[config.mk]
export PLATFORM = sky130hd
export DESIGN_NAME = led_grayscale_frame_builder
export DESIGN_NICKNAME = d
export VERILOG_FILES = /design/src/rtl/lgfb_pkg.sv /design/src/rtl/lgfb_datapath.sv /design/src/rtl/lgfb_ctrl.sv /design/src/rtl/led_grayscale_frame_builder.sv
export SDC_FILE = /design/constraint.sdc
export NUM_CORES = 2
export LEC_CHECK = 0
export ABC_AREA = 1
export BUFFER_PORTS_ARGS = -buffer_cell sky130_fd_sc_hd__buf_2
export CAP_MARGIN = 10
export CELL_PAD_IN_SITES_DETAIL_PLACEMENT = 1
export CELL_PAD_IN_SITES_GLOBAL_PLACEMENT = 1
export CORE_UTILIZATION = 40
export DETAILED_ROUTE_END_ITERATION = 7
export MAX_ROUTING_LAYER = met4
export PLACE_DENSITY = 0.7
export SLEW_MARGIN = 20
export SYNTH_ARGS = -nofsm -noshare
export SYNTH_HDL_FRONTEND = slang
export SYNTH_SLANG_ARGS = --single-unit
[constraint.sdc]
create_clock -name clk -period 16.9 [get_ports clk]
set_input_delay 3.38 -clock clk [delete_from_list [all_inputs] [get_ports clk]]
set_output_delay 3.38 -clock clk [all_outputs]
set_load 0.05 [all_outputs]
[src/rtl/lgfb_pkg.sv]
package lgfb_pkg;

	localparam int LED_COUNT   = 16;
	localparam int FRAME_BYTES = 97;
	localparam int WORD_COUNT  = 13;
	localparam int WORD_BITS   = 64;
	localparam int FRAME_BITS  = WORD_COUNT * WORD_BITS;
	localparam int MAIN_FIRST  = 3;
	localparam int MAIN_MAX    = LED_COUNT - MAIN_FIRST;

	localparam logic [1:0] KIND_WRITE_MASKED = 2'd0;
	localparam logic [1:0] KIND_SET_MASKED   = 2'd1;
	localparam logic [1:0] KIND_MAIN_ROW     = 2'd2;

	localparam logic [3:0] MAIN_ROW_RESET = 4'd9;
	localparam logic [3:0] LAST_WORD_IDX  = 4'(WORD_COUNT - 1);
	localparam logic [3:0] FULL_BYTES     = 4'd8;
	localparam logic [3:0] TAIL_BYTES     = 4'(FRAME_BYTES - (WORD_COUNT - 1) * 8);

	// led shown in each frame slot
	localparam logic [3:0] SLOT_LED [LED_COUNT] = '{
		4'd12, 4'd11, 4'd10, 4'd5, 4'd13, 4'd14, 4'd2, 4'd0,
		4'd9, 4'd7, 4'd1, 4'd3, 4'd8, 4'd6, 4'd15, 4'd4
	};

	typedef struct packed {
		logic [1:0]  kind;
		logic [47:0] color;
		logic [15:0] led_mask;
	} update_t;

	typedef struct packed {
		logic [63:0] frame_word;
		logic [3:0]  valid_bytes;
		logic        last_word;
	} result_t;

	typedef struct packed {
		logic apply;
		logic load;
		logic shift;
	} cmd_t;

	typedef struct packed {
		logic last;
	} status_t;

endpackage

[src/rtl/lgfb_datapath.sv]
module lgfb_datapath (
	input  logic              clk,
	input  logic              arst_n,
	input  logic              cfg_valid,
	input  logic [3:0]        cfg_data,
	input  lgfb_pkg::update_t update,
	input  lgfb_pkg::cmd_t    cmd,
	output lgfb_pkg::status_t status,
	output lgfb_pkg::result_t result
);
	import lgfb_pkg::*;

	logic [47:0]           color_q [LED_COUNT];
	logic [3:0]            main_row_count_q;
	logic [FRAME_BITS-1:0] frame_q;
	logic [3:0]            word_position_q;
	logic [FRAME_BITS-1:0] frame_d;
	logic [3:0]            row_cnt;
	logic [LED_COUNT-1:0]  row_sel;

	function automatic logic [7:0] rev8(input logic [7:0] b);
		logic [7:0] r;
		for (int i = 0; i < 8; i++) begin
			r[i] = b[7-i];
		end
		return r;
	endfunction

	// saturate the main row length
	assign row_cnt = (main_row_count_q > 4'(MAIN_MAX)) ? 4'(MAIN_MAX) : main_row_count_q;

	always_comb begin
		for (int n = 0; n < LED_COUNT; n++) begin
			row_sel[n] = (n >= MAIN_FIRST) && (5'(n - MAIN_FIRST) < {1'b0, row_cnt});
		end
	end

	// frame layout: zero lead byte, then six bit-reversed bytes per slot, low byte first
	always_comb begin
		frame_d = '0;
		for (int s = 0; s < LED_COUNT; s++) begin
			for (int k = 0; k < 6; k++) begin
				frame_d[FRAME_BITS-1-8*(1+6*s+k) -: 8] = rev8(color_q[SLOT_LED[s]][8*k +: 8]);
			end
		end
	end

	always_ff @(posedge clk or negedge arst_n) begin
		if (!arst_n) begin
			for (int n = 0; n < LED_COUNT; n++) begin
				color_q[n] <= '0;
			end
			main_row_count_q <= MAIN_ROW_RESET;
			word_position_q  <= '0;
		end else begin
			if (cfg_valid) begin
				main_row_count_q <= cfg_data;
			end
			if (cmd.apply) begin
				unique case (update.kind)
					KIND_WRITE_MASKED: begin
						for (int n = 0; n < LED_COUNT; n++) begin
							color_q[n] <= update.led_mask[n] ? update.color : '0;
						end
					end
					KIND_SET_MASKED: begin
						for (int n = 0; n < LED_COUNT; n++) begin
							if (update.led_mask[n]) begin
								color_q[n] <= update.color;
							end
						end
					end
					KIND_MAIN_ROW: begin
						for (int n = 0; n < LED_COUNT; n++) begin
							if (row_sel[n]) begin
								color_q[n] <= update.color;
							end
						end
					end
					default: begin
					end
				endcase
			end
			if (cmd.load) begin
				word_position_q <= '0;
			end else if (cmd.shift) begin
				word_position_q <= word_position_q + 4'd1;
			end
		end
	end

	always_ff @(posedge clk) begin
		if (cmd.load) begin
			frame_q <= frame_d;
		end else if (cmd.shift) begin
			frame_q <= frame_q << WORD_BITS;
		end
	end

	assign status.last        = (word_position_q == LAST_WORD_IDX);
	assign result.frame_word  = frame_q[FRAME_BITS-1 -: WORD_BITS];
	assign result.last_word   = status.last;
	assign result.valid_bytes = status.last ? TAIL_BYTES : FULL_BYTES;

endmodule

[src/rtl/lgfb_ctrl.sv]
module lgfb_ctrl (
	input  logic              clk,
	input  logic              arst_n,
	input  logic              start,
	input  lgfb_pkg::status_t status,
	output lgfb_pkg::cmd_t    cmd,
	output logic              busy,
	output logic              result_valid
);
	import lgfb_pkg::*;

	typedef enum logic [1:0] {
		ST_IDLE,
		ST_LOAD,
		ST_EMIT
	} state_t;

	state_t state_q;
	logic   busy_q;
	logic   emit_q;

	always_ff @(posedge clk or negedge arst_n) begin
		if (!arst_n) begin
			state_q <= ST_IDLE;
			busy_q  <= 1'b0;
			emit_q  <= 1'b0;
		end else begin
			unique case (state_q)
				ST_IDLE: begin
					if (start) begin
						state_q <= ST_LOAD;
						busy_q  <= 1'b1;
					end
				end
				ST_LOAD: begin
					state_q <= ST_EMIT;
					emit_q  <= 1'b1;
				end
				ST_EMIT: begin
					if (status.last) begin
						state_q <= ST_IDLE;
						emit_q  <= 1'b0;
						busy_q  <= 1'b0;
					end
				end
				default: begin
					state_q <= ST_IDLE;
					emit_q  <= 1'b0;
					busy_q  <= 1'b0;
				end
			endcase
		end
	end

	assign cmd.apply    = start && !busy_q;
	assign cmd.load     = (state_q == ST_LOAD);
	assign cmd.shift    = emit_q;
	assign busy         = busy_q;
	assign result_valid = emit_q;

endmodule

[src/rtl/led_grayscale_frame_builder.sv]
// channel   | signals                       | handshake
// ----------+-------------------------------+-------------------------------------
// update    | start, busy, update           | item taken when start && !busy
// result    | result_valid, result          | one-cycle strobe, no back-pressure
// config    | cfg_valid, cfg_ready, cfg_data| written when cfg_valid && cfg_ready
//
// every item goes in three steps: the update is applied to the color registers,
// the frame is laid into the 832-bit frame register, then 13 words, one per
// cycle, are shifted out of that register; busy is high for the last two steps
// reset clears all colors to zero and sets main_row_count to 9; no clearing pass
// results cannot be stalled: each word is on the result port for one cycle only
// cfg_ready is always high; the user makes writes only while busy is low, the block does not enforce it
module led_grayscale_frame_builder (
	input  logic              clk,
	input  logic              arst_n,
	input  logic              start,
	output logic              busy,
	input  lgfb_pkg::update_t update,
	output logic              result_valid,
	output lgfb_pkg::result_t result,
	input  logic              cfg_valid,
	output logic              cfg_ready,
	input  logic [3:0]        cfg_data
);
	import lgfb_pkg::*;

	// command and status between sequencer and datapath
	cmd_t    cmd;
	status_t status;

	// register port never pushes back
	assign cfg_ready = 1'b1;

	// sequencer: idle, frame load, word emission
	lgfb_ctrl u_ctrl (
		.clk          (clk),
		.arst_n       (arst_n),
		.start        (start),
		.status       (status),
		.cmd          (cmd),
		.busy         (busy),
		.result_valid (result_valid)
	);

	// color registers, frame register and word counter
	lgfb_datapath u_datapath (
		.clk       (clk),
		.arst_n    (arst_n),
		.cfg_valid (cfg_valid && cfg_ready),
		.cfg_data  (cfg_data),
		.update    (update),
		.cmd       (cmd),
		.status    (status),
		.result    (result)
	);

endmodule

# ---- Word-level counts from Yosys, hierarchy flattened
# Index checks and enable logic that the tools add are counted.
dict set report word_totals {
  regBits 1556
  in_bits 74
  out_inout_bits 72
}
dict set report op_classes {
  n_addsub 1
  magnitude_cmp 14
  eq_ne 36
  muxes 59
  n_bitwise 3
  reduce_logical 26
}
# operator n
set ops {}
lappend ops {{$pmux W768 S3} 1}
lappend ops {{$mux W48} 45}
lappend ops {{$mux W824} 2}
lappend ops {{$reduce_and A4 Y1} 16}
lappend ops {{$ne A2 B2 Y1 const B} 17}
lappend ops {{$ne A2 B1 Y1 const B} 14}
lappend ops {{$lt A4 B4 Y1 const A} 5}
lappend ops {{$lt A3 B4 Y1 const A} 4}
lappend ops {{$mux W4} 4}
lappend ops {{$lt A1 B4 Y1 const A} 2}
lappend ops {{$lt A2 B4 Y1 const A} 2}
lappend ops {{$pmux W1 S3} 2}
lappend ops {{$pmux W2 S3} 1}
lappend ops {{$add A4 B1 Y4 const B} 1}
lappend ops {{$eq A2 B1 Y1 const B} 2}
lappend ops {{$eq A2 B2 Y1 const B} 2}
lappend ops {{$eq A4 B4 Y1 const B} 1}
lappend ops {{$gt A4 B4 Y1 const B} 1}
lappend ops {{$logic_not A2 Y1} 2}
lappend ops {{$mux W2} 2}
lappend ops {{$reduce_and A2 Y1} 2}
lappend ops {{$reduce_bool A2 Y1} 2}
lappend ops {{$not A1 Y1} 3}
lappend ops {{$reduce_and A3 Y1} 1}
lappend ops {{4 further kinds} 5}

# ---- Logic depth before layout (Yosys ltp)
dict set report depth {
  depth_word 5
  depth_mapped 13
}

# ---- Modules after synthesis
# Synthesis repeated with hierarchy kept, for this count alone.
dict set report unflattened {
  cells_unflattened 8488
  area_unflattened_um2 70978.1
}
# mod instances cells_each area_each_um2 seq_area_each_um2
set modules_own_cells {}
lappend modules_own_cells {lgfb_datapath 1 8462 70782.9 42643.4}
lappend modules_own_cells {lgfb_ctrl 1 24 183.9 100.1}
lappend modules_own_cells {led_grayscale_frame_builder 1 2 11.3 0.0}

# ---- Least setup slack after synthesis
# No wires, ideal clock.
dict set report synth_path {
  kind {reg-to-reg}
  from {register u_ctrl.emit_q, in the netlist u_ctrl.result_valid}
  to {register u_datapath.frame_q[100] (enable)}
  arrival_ns 13.262
  setup_slack_ns -1.777
  path_stages_with_launch 3
  synth_period_minus_slack_ns 18.677
  path_cell_list {dfrtp_1 -> clkinv_1 -> nand2_1}
}
dict set report synth_between {
  elab_chain_cells 1
}
# element line_no
set synth_lines {}
lappend synth_lines {{start: declaration} lgfb_ctrl.sv:20} ;# logic emit_q;
lappend synth_lines {{start signal: assignment} lgfb_ctrl.sv:26} ;# emit_q <= 1'b0;
lappend synth_lines {{start signal: assignment} lgfb_ctrl.sv:37} ;# emit_q <= 1'b1;
lappend synth_lines {{start signal: assignment} lgfb_ctrl.sv:42} ;# emit_q <= 1'b0;
lappend synth_lines {{$reduce_bool A2 Y1 (no source line)} --}
lappend synth_lines {{end signal: assignment} lgfb_datapath.sv:94} ;# frame_q <= frame_d;
lappend synth_lines {{end signal: assignment} lgfb_datapath.sv:96} ;# frame_q <= frame_q << WORD_BITS;
lappend synth_lines {{end: declaration} lgfb_datapath.sv:15} ;# logic [FRAME_BITS-1:0] frame_q;
# No other way between the ends.
# A chain may end at the register's enable or synchronous reset.

# ---- Final worst setup path
dict set report layout_path {
  from {input update[65] in the netlist's numbering}
  to {register u_datapath.color_q[619] in the netlist's numbering}
}
dict set report layout_between {
  elab_chain_cells 3
  word_cells_on_any_way 8
  classes_between {eq/ne: 4; mux: 1; reduce/logical: 3}
}
# element line_no
set layout_lines {}
lappend layout_lines {{start: declaration} led_grayscale_frame_builder.sv:18} ;# input lgfb_pkg::update_t update,
lappend layout_lines {{$eq A2 B2 Y1 (tied with other cells)} lgfb_datapath.sv:60} ;# unique case (update.kind)
lappend layout_lines {{$ne A2 B1 Y1 (no source line) (tied with other cells)} --}
lappend layout_lines {{$reduce_and A4 Y1 (no source line)} --}
lappend layout_lines {{end signal: indexed assignment} lgfb_datapath.sv:63} ;# color_q[n] <= update.led_mask[n] ? update.color : '0;
lappend layout_lines {{end signal: indexed assignment} lgfb_datapath.sv:69} ;# color_q[n] <= update.color;
lappend layout_lines {{end signal: indexed assignment} lgfb_datapath.sv:76} ;# color_q[n] <= update.color;
lappend layout_lines {{end: declaration} lgfb_datapath.sv:13} ;# logic [47:0] color_q [LED_COUNT];
# Parallel ways exist; a longest one is shown, timed or not.

==> impl_metrics.csv <==
group,metric,value,unit
synthesis,syn_avg_cell_area,8.482,um2
status,run_status,"completed",
power_and_ir_drop,maximum_vdd_ir_drop,123.2,uV
timing,fmax,0.1571,GHz
cts,post_cts_setup_buffers,0,
cts,worstSkewPairLatency,0.84,ns
setup_path,r2r_slack,11.27,ns
setup_path,path_class,"in2reg",
synthesis,synth.cell_area,69640,um2
place,finalWeightedCongestion,0.8881,
drt,drtAntennaViolNets,0,
timing,worst_max_slew_pin_slew,1.205,ns
setup_path,worst_ep_required_time,17.61,ns
cts,numCtsBuffers,170,
global_route,grt_pass1_wl,420.8,mm
place,io_buffer_count,142,
cts,cts_tree,"done",
global_route,antenna_found_initial,44,
drt,drt-vias-per-instance,5.605,
cts,cts.hold.buffers_added,0,
synthesis,ys_warn_count,0,
power_and_ir_drop,pwr_density_cell,193.2,nW/um2
floorplanning,rows,152,
synthesis,seq_area_frac_synth,61.38,%
timing,grt_setup_unrepaired,"no",
cts,h-tree-depth,4,
timing,finalHoldViolCount,0,
global_route,grt.overflow.total,0,
cts,worst_setup_hold_path_clk_slew,0.06,ns
timing,period_needed,6.367,ns
final_layout,final_common_cell,"nand2_1",
synthesis,synth.ff_latch_count,1556,
floorplanning,die_area,175800,um2
power_and_ir_drop,leakage,38.24,nW
synthesis,synth.top_cell.area_share,33.12,%
drt,remaining_drc_errors,0,
floorplanning,core-area,172300,um2
synthesis,netlist_instances,8210,
cts,cts-resized-gates,0,
timing,setup_tns,0,ns
timing,final-max-slew-violation-count,0,
floorplanning,io_pins,146,
setup_path,critPathMaxFanout,48,
final_layout,fraction_of_final_layout_cells_with_drive_strength_greater_than_1,6.773,%
cts,clock_sinks,1556,
final_layout,layout_common_cells,"nand2_1 (4636), dfrtp_1 (778), edfxtp_1 (768)",
drt,first_iter_violations,6923,
drt,firstDrtPassIters,6,
min_path,hold_path.class,"reg2reg",
global_route,groute.usage.overall,34.07,%
drt,wl,289.5,mm
cts,ctsRootBufferMaster,"clkbuf_16",
synthesis,synth_cell_types,24,
synthesis,synth_top_cell_by_area,"edfxtp_1",
timing,skew,0.02246,ns
place,post-dp-hpwl,166.9,mm
timing,max-slew-margin-rel,19.66,%
setup_path,critical_path.startpoint_type,"primary input",
power_and_ir_drop,post-layout-total-power,0.01488,W
timing,fraction_of_the_cycle_the_final_worst_path_needs,37.68,%
final_layout,final_nets,8085,
drt,route.vias.total,58910,
setup_path,endpoint_kind,"flop",
synthesis,yosys-top-cells-area,"edfxtp_1 (33%), dfrtp_1 (28%), nand2_1 (25%), o21ai_0 (4.1%), nand3_1 (2.7%)",
run,max-cap-violations,0,
final_layout,areaGrowthSynthToFinish,10.62,%
timing,setup_violations,0,
floorplanning,initial_core_util,40.42,%
drt,wire_per_inst,27.55,um
floorplanning,dieHeight,419.3,um
floorplanning,die-width,419.3,um
global_route,grt_pass1_vias,59710,
cts,cts-root-to-sink-buffers,3,
global_route,grt_start_max_net_pins,146,
setup_path,arrival_time_worst_endpoint,7.08,ns
timing,timing.hold.ws,0.4630,ns
==> power breakdown <==
part	leakage, nW	total [W]	switching [W]	internal (W)
sequential	17.8	0.00698	0.000737	0.00624
clock	2.67	0.00374	0.00161	0.00212
combinational	17.7	0.00417	0.00321	0.000957
==> state kept, by name, summed over array words and instances (netlist names) <==
name	flops
u_datapath.word_position_q	4
u_ctrl.state_q	2
u_ctrl.result_valid	1
u_datapath.color_q	768
u_datapath.main_row_count_q	4
u_datapath.frame_q	776
u_ctrl.busy	1
==> worst max-delay path, cell delays in order <==
cell and delay [ns]:
buf_2 0.11, inv_1 0.07, ha_2 0.42, inv_2 0.37, nor2_1 0.12, nor2_4 0.70, buf_4 0.52, buf_4 0.35
nand2_4 0.59, nand2_1 0.24, nand2_1 0.09
==> cell type report <==
class,count,area (um2)
fillers,20270,95270
flip-flops and latches,1556,42740
multi-input cells,5761,23240
clock buffers,258,4936
well taps,2310,2890
repair buffers,252,1590
inverters,264,1010
clock inverters,59,504.2
diodes,50,125.1
==> layer usage <==
| layer | GRT usage [%] | share of wire, % | vias up |
|---|---|---|---|
| li1 | - | - | 25430 |
| met1 | 42.99 | 40 | 30010 |
| met2 | 52.12 | 46 | 2760 |
| met3 | 5.244 | 8.1 | 712 |
| met4 | 19.90 | 6.4 | 0 |
| met5 | - | 0 | - |
==> Yosys cell counts, drive strengths merged <==
cell type / number
nand2: 4657
dfrtp: 778
edfxtp: 768
o21ai: 608
nand3: 372
clkbuf: 320
buf: 310
inv: 263
nor2: 98
a21oi: 14
dfxtp: 8
ha: 6
conb: 2
dfstp: 2
a21boi: 1
clkinv: 1
nand3b: 1
nor3: 1
==> cells by family after synthesis <==
logic type,after synthesis,synth area share (%)
buffers and inverters,894,5.670
other,2,0.01078
DFF,1556,61.38
AOI/OAI and AO/OA,623,4.481
adders and majority gates,6,0.1078
and+or+nand+nor,5129,28.35
==> through the flow <==
step / instances / util (%) / instance area (um2) / setup slack [ns]
2_1_floorplan: 8211 / - / 69650 / 6.020
3_3_place_gp: 10140 / 41.47 / 71460 / 9.856
3_5_place_dp: 10140 / 41.48 / 71470 / 9.854
4_1_cts: 10460 / 44.63 / 76910 / 10.72
5_1_grt: 10500 / 44.70 / 77010 / 10.55
6_report: 10510 / 44.71 / 77040 / 10.53
==> final timing paths <==
kind | from | cells after the start | to
max in group asynchronous | arst_n | 4 | u_datapath.color_q[140]$_DFFE_PN0P_
min | u_datapath.frame_q[824]$_SDFFE_PP0P_ | 2 | u_datapath.frame_q[824]$_SDFFE_PP0P_
min reg2reg | u_datapath.frame_q[824]$_SDFFE_PP0P_ | 2 | u_datapath.frame_q[824]$_SDFFE_PP0P_
max reg2reg | u_ctrl.result_valid$_DFFE_PN0P_ | 6 | u_datapath.frame_q[336]$_DFFE_PP_
min in group asynchronous | arst_n | 1 | u_datapath.color_q[163]$_DFFE_PN0P_
max | update[65] | 11 | u_datapath.color_q[619]$_DFFE_PN0P_
Note: power is estimated with default switching activity, not from simulation.
